==> config.mk <==
export PLATFORM = sky130hd
export DESIGN_NAME = bgc_ram
export DESIGN_NICKNAME = d
export VERILOG_FILES = /design/src/rtl/bgc_ram.sv
export SDC_FILE = /design/constraint.sdc
export NUM_CORES = 1
export LEC_CHECK = 0
export BUFFER_PORTS_ARGS = -buffer_cell sky130_fd_sc_hd__buf_2
export CAP_MARGIN = 30
export CORE_UTILIZATION = 45
export CTS_CLUSTER_DIAMETER = 150
export DETAILED_ROUTE_END_ITERATION = 16
export PLACE_DENSITY = 0.6
export SYNTH_ARGS = -nofsm -noshare
export SYNTH_HDL_FRONTEND = slang
export SYNTH_SLANG_ARGS = --single-unit
==> constraint.sdc <==
create_clock -name i_clk -period 5.8 [get_ports i_clk]
set_clock_uncertainty 0.2 [all_clocks]
set_input_delay 1.16 -clock i_clk [delete_from_list [all_inputs] [get_ports i_clk]]
set_output_delay 1.16 -clock i_clk [all_outputs]
set_load 0.1 [all_outputs]
==> src/rtl/bgc_ram.sv <==
module bgc_ram #(
    parameter int WIDTH = 8,
    parameter int DEPTH = 16
) (
    input  logic                     i_clk,
    input  logic                     i_we,
    input  logic [$clog2(DEPTH)-1:0] i_waddr,
    input  logic [WIDTH-1:0]         i_wdata,
    input  logic [$clog2(DEPTH)-1:0] i_raddr,
    output logic [WIDTH-1:0]         o_rdata
);

    logic [WIDTH-1:0] r_mem [DEPTH];
    logic [WIDTH-1:0] r_rdata;

    always_ff @(posedge i_clk) begin
        if (i_we) begin
            r_mem[i_waddr] <= i_wdata;
        end
        r_rdata <= r_mem[i_raddr];
    end

    assign o_rdata = r_rdata;

endmodule

==> results of run 1 <==
## cell families after synthesis
kind of cell    after synthesis  share of synthesized area [%]
compound gates               16                          2.334
flops                       136                          77.78
simple gates                 35                          3.184
mux                          32                          15.02
buf+inv                      10                          1.677
## synth_stat cells (all sizes together)
master           n  area share, %
a22oi           16            2.3
and2             1           0.12
and2b            1           0.15
buf              7            1.1
clkdlybuf4s25    3           0.58
dfxtp            8            3.1
edfxtp         128             75
mux4            32             15
nand2            9           0.66
nand2b           2           0.24
nand3            1          0.097
nand3b           2           0.29
nor2            13           0.95
nor2b            1           0.12
nor3             4           0.39
or3b             1           0.17
## stage by stage
stage / area, µm² / hold WS, ps / worst slack, ps / total power [mW] / cells
6_report: 5929 / 480.9 / 2921 / 2.197 / 421
5_1_grt: 5929 / 514.1 / 2811 / 2.264 / 421
4_1_cts: 5929 / 481.7 / 2905 / 2.215 / 421
3_5_place_dp: 5399 / 455.1 / 2472 / 1.273 / 389
3_3_place_gp: 5391 / 457.8 / 2336 / 1.270 / 388
2_1_floorplan: 5147 / 429.3 / 2947 / 1.228 / 229
## critical path, stage by stage
cell and delay [ps]:
buf_2 310, buf_4 450, mux4_1 610, a22oi_1 320
nand2_1 100
## power breakdown
part / switching, mW / internal, mW
clock network: 0.400 / 0.547
logic: 0.103 / 0.0399
registers: 0.00752 / 1.10
## path summary, 6_finish.rpt
path / cells after the start / end / from
hold / removal: 3 / o_rdata[3] / r_mem[15][3]
setup reg to reg: 3 / o_rdata[3] / r_mem[1][3]
hold reg to reg: 3 / o_rdata[3] / r_mem[15][3]
setup / recovery: 5 / o_rdata[3] / i_raddr[0]
## registers in the layout (all words and copies together) (netlist names)
signal   cells
r_mem      128
o_rdata      8
## area by class of cell
class,instances,area [µm²],share of cell area (%)
multi-input cells,83,1057,17.83
flip-flops and latches,136,4004,67.52
clock inverters,14,101.3,1.709
clock buffers,18,429.2,7.238
repair buffers,30,162.7,2.743
well taps,140,175.2,2.954
## routing by layer
layer	vias up	GRT usage, %	wire length, µm
met5	-	0	0
li1	1052	-	-
met2	82	28.62	4856
met1	1204	25.30	4125
met3	10	4.304	703
met4	0	8.977	169
==> results.md, run 1 <==
* Outcome: completed
* RSZ-0062 raised after global routing: no
* R2r setup slk at between 4000 and 5000 ps
* Most frequent cells in the layout: edfxtp_1, buf_2, mux4_2, clkbuf_16, a22oi_1
* Critical path data arrival time at 2970 ps
* Area growth syn-to-layout at 15.19%
* Setup tns final at 0 ps
* GRT Util Overall at 18.64%
* Final period utilization at between 40% and 50%
* Drt via density at 5.577
* Core Util, Final at approximately 54%
* # port buffers at 25
* Antenna violations before repair at 0
* DRC Markers at 0
* Clock latency at the later pin of the worst-skew pair at roughly 410 ps
* Max FO, Critical Path at 22
* Die width at approximately 110 µm
* DP Wirelength at a little over 6 mm
* Commonest non-fill, non-tap cell in the layout: edfxtp_1
* CTS tree: done
* Initial Utilization at 46.87%
* Mapped Nets at approximately 250
* Yosys cell types at 19
* Setup CP Type: primary input to flop
* Core ar. at roughly 11,000 µm²
* Clk slew on worst S/H paths at about 60 ps
* Post-CTS Setup Inserts at 0
* Synth Register Bits at around 140
* Ys Warns at 0
* DRT antenna net count at 0
* CTS sink count at approximately 140
* Cells after Synth at about 230
* Clock tree buffer depth at 2
* Max_cap viols at 0
* Endpoints failing hold at 0
* Largest net degree at the start of global routing at 33
* GPL Wtd Cong at just over 0.7
* Worst slew pin tran at 964.4 ps
* Power per cell area at around 370 nW/µm²
* IO Pins at 26
* Die height at about 110 µm
* Vias in the first global route at 2,447
* Post-route minimum period at 2879 ps
* Nets@finish at between 200 and 300
* Diode count at 0
* WL/cell at about 23 µm
* Avg Cell Area, Syn at 22.48 µm²
* DRT Pass-1 Iters at 4
* GRT overflow at 0
* WL final at around 9.9 mm
* Clock Tree Root: clkbuf_16
* Row Count at 38
* Critical Path Sink Type: flop
* # setup viols final at 0
* Hold buffer count at cts at 0
* H-tree depth at 4
* Netlist Area Pre-Place at 5147 µm²
* Filler cells at 860
* Maximum VDD drop at around 0.16 mV
* Sequential cell area fraction in the yosys report at between 70 and 80%
* Die area at 11,870 µm²
* Slew margin rel. at 35.47%
* Worst Hold Class: flop to flop
* First-pass GRT wire length at ~15 mm
* Ratio of cells with drive above 1 in the final layout at 28.11%
* Crit start category: primary input
* FMAX at roughly 350 MHz
* Crit path required time at between 5000 and 6000 ps
* Iter 0 DRT Violations at between 100 and 150
* DR vias at ~2.3k
* Leakage power at roughly 2.0 nW
* CTS resizes at 0
* Max-slew violation count at 0
* TritonCTS buffer count at 17
No activity file was read; power rests on OpenSTA's default activity.
==> inputs of run 2 (changes only) <==
- ABC_AREA: unset -> 1
- PLACE_DENSITY: 0.6 -> 0.59
- clock period: 5.8 -> 2.7 ns (I/O delays scaled with it)
==> run 2 against run 1 <==
  * Die area rose by 12%
  * Utilization rose by 0.21 points
  * Sequential cell count did not move
  * Worst hold slack got worse by 190 ps
  * Design area rose by 12%
  * Synthesized cell count rose by 140%
  * Routed wire length rose by 33%
  * Critical endpoint is now o_rdata[3]
  * Largest power group is now clock
==> results.md, run 2 <==
* Die area at about 13,000 µm²
* Most frequent cells in the layout: nand2_1, edfxtp_1, inv_1, nand3_1, buf_2
* Post-CTS Setup Inserts at 0
* GPL Wtd Cong at ~0.84
* Antenna violations before repair at 0
* Post-synth top area share at approximately 67%
* Slew margin rel. at 45.41%
* DR vias at approximately 3.8k
* Area growth syn-to-layout at 15.23%
* R2R Path End: o_rdata[3]
* TritonCTS buffer count at 17
* Placed inst area at roughly 6000 µm²
* Design Area, Final at about 6600 µm²
* DRT Pass-1 Iters at 5
* Worst hold endpoint: o_rdata[1]
* Clk slew on worst S/H paths at about 60 ps
* Slowest stage delay, CP at 450 ps
* # setup viols final at 0
* Die height at around 120 µm
* Synth Register Bits at approximately 140
* Hold buffer count at cts at 0
* Outcome: completed
* Yosys cell types at 12
* Vias in the first global route at 3,664
* Nets@finish at 600
* R2r setup slk at approximately 1400 ps
* Most common cell in the netlist: nand2_1
* Critical-path cell list: buf_2
* Worst Hold Class: primary input to flop
* Setup CP Type: flop to output port
* Setup tns final at 0 ps
* Biggest register: r_mem
* CTS sink count at 136
* Crit start category: flop
* Crit-path leading delay family: buffers and inverters
* Max_cap viols at 0
* Cells after Synth at between 500 and 600
* Buf/Inv on CP at 1
* Endpoints failing hold at 0
* Worst hold start: i_raddr[3]
* Avg Cell Area, Syn at approximately 10 µm²
* GRT Util Overall at ~22%
* Die width at ~120 µm
* Sequential cell area fraction in the yosys report at a little over two thirds
* Post-route minimum period at between 1500 and 2000 ps
* Leakage power at around 2.9 nW
* Cell accounting for the most synthesized area: edfxtp_1
* Clock latency at the later pin of the worst-skew pair at ~420 ps
* Max FO, Critical Path at 1
* WP depth at 1
* WL/cell at about 17 µm
* Post-synth EDFFs at between 100 and 150
* Commonest non-fill, non-tap cell in the layout: nand2_1
* Mapped Nets at between 500 and 600
* Core Util, Final at between 50% and 60%
* RSZ-0062 raised after global routing: no
* Final period utilization at about three quarters
* GRT overflow at 0
* Clock Tree Root: clkbuf_16
* Largest net degree at the start of global routing at 65
* Maximum VDD drop at between 0.4 and 0.5 mV
* Largest register FFs at around 130
* WL final at 13.10 mm
* Netlist Area Pre-Place at 5767 µm²
* Main synth FF type: edfxtp_1
* CTS tree: done
* Iter 0 DRT Violations at ~260
* DP Wirelength at about 8.2 mm
* DRT antenna net count at 0
* Ys Warns at 0
* Drt via density at just under 5
* Clock tree buffer depth at 2
* First-pass GRT wire length at between 20 and 25 mm
* Max-slew violation count at 0
* DRC Markers at 0
* Crit path required time at slightly below 2000 ps
* Hold Crit Depth at 3
* Diode count at 0
* Most frequent cells after synthesis: nand2_1, edfxtp_1, inv_1, nand3_1, nor2_1
* Asr flop ratio synth at 0%
* Ratio of cells with drive above 1 in the final layout at a little under an eighth
* Crit-path slowest cell: buf_2
* CTS resizes at 0
* Initial Utilization at a little under half
* H-tree depth at 4
* Top cells by area, synth: edfxtp_1, nand2_1, nand3_1, inv_1, dfxtp_1
* Power per cell area at between 700 and 800 nW/µm²
* # port buffers at 25
* Worst slew pin tran at approximately 800 ps
* Critical Path Sink Type: output port
* Row Count at 40
* Critical path data arrival time at around 1200 ps
* FMAX at 505.9 MHz
* Worst reg2reg path depth at 6
* Core ar. at approximately 12,000 µm²
* IO Pins at 26
* Worst r2r src: r_mem[13][3]
run 2: changes by cell type in the layout (fill, tap and decap cells not counted), sizes merged, moves of 6 or more:
cell	change
a22oi	-16
buf	+6
clkbuf	+6
clkinvlp	-7
inv	+98
mux4	-32
nand2	+164
nand3	+96
run 2: how the worst max path moves through the flow:
stage | start | to | slack, ps
finish | o_rdata[3] | o_rdata[3] | 720
CTS | o_rdata[2] | o_rdata[2] | 710
global placement | i_raddr[0] | o_rdata[3] | 490
detailed placement | i_waddr[2] | r_mem[10][6] | 500
global route | o_rdata[3] | o_rdata[3] | 710
floorplan | i_waddr[2] | r_mem[10][0] | 1010
run 2: cell type report:
type / instances / area [µm²]
Inverter: 102 / 382.9
Fill cell: 1074 / 5617
Timing Repair Buffer: 36 / 207.7
Clock inverter: 8 / 115.1
Clock buffer: 24 / 511.7
Tap cell: 168 / 210.2
Multi-Input combinational cell: 289 / 1214
Sequential cell: 136 / 4004
run 2: worst min-delay path, delay by kind of cell:
family	cells	cell delay, ps
and+or+nand+nor	2	150
buffers and inverters	1	180
run 2: cells by family (layout without fill, tap and decap cells):
group	Yosys count	count (layout)	share of synthesized area [%]
AND/OR/NAND/NOR	289	289	21.05
flip-flops	136	136	69.43
buffers and inverters	126	170	9.525
run 2: where the power goes:
group	internal (mW)	switching (mW)	total [mW]
clock	1.59	0.826	2.42
combinational	0.0794	0.298	0.378
sequential	2.36	0.0171	2.38
run 2: stage by stage:
stage	instances	setup WS [ps]	power, mW	hold slack, ps
final	763	723.2	5.173	292.6
after global routing	763	708.9	5.321	290.9
after CTS	763	709.7	5.194	271.5
after detailed placement	731	497.5	2.803	470.4
after global placement	731	485.5	2.801	456.7
after floorplan	551	1009	2.682	407.4
run 2: metal layers:
metal / track usage [%] / up-vias / routed length, µm / part of all wire [%]
li1: - / 1837 / - / -
met1: 28.60 / 1805 / 5835 / 45
met2: 35.38 / 122 / 6343 / 48
met3: 5.324 / 19 / 701 / 5.4
met4: 8.658 / 0 / 217 / 1.7
met5: 0 / - / 0 / 0
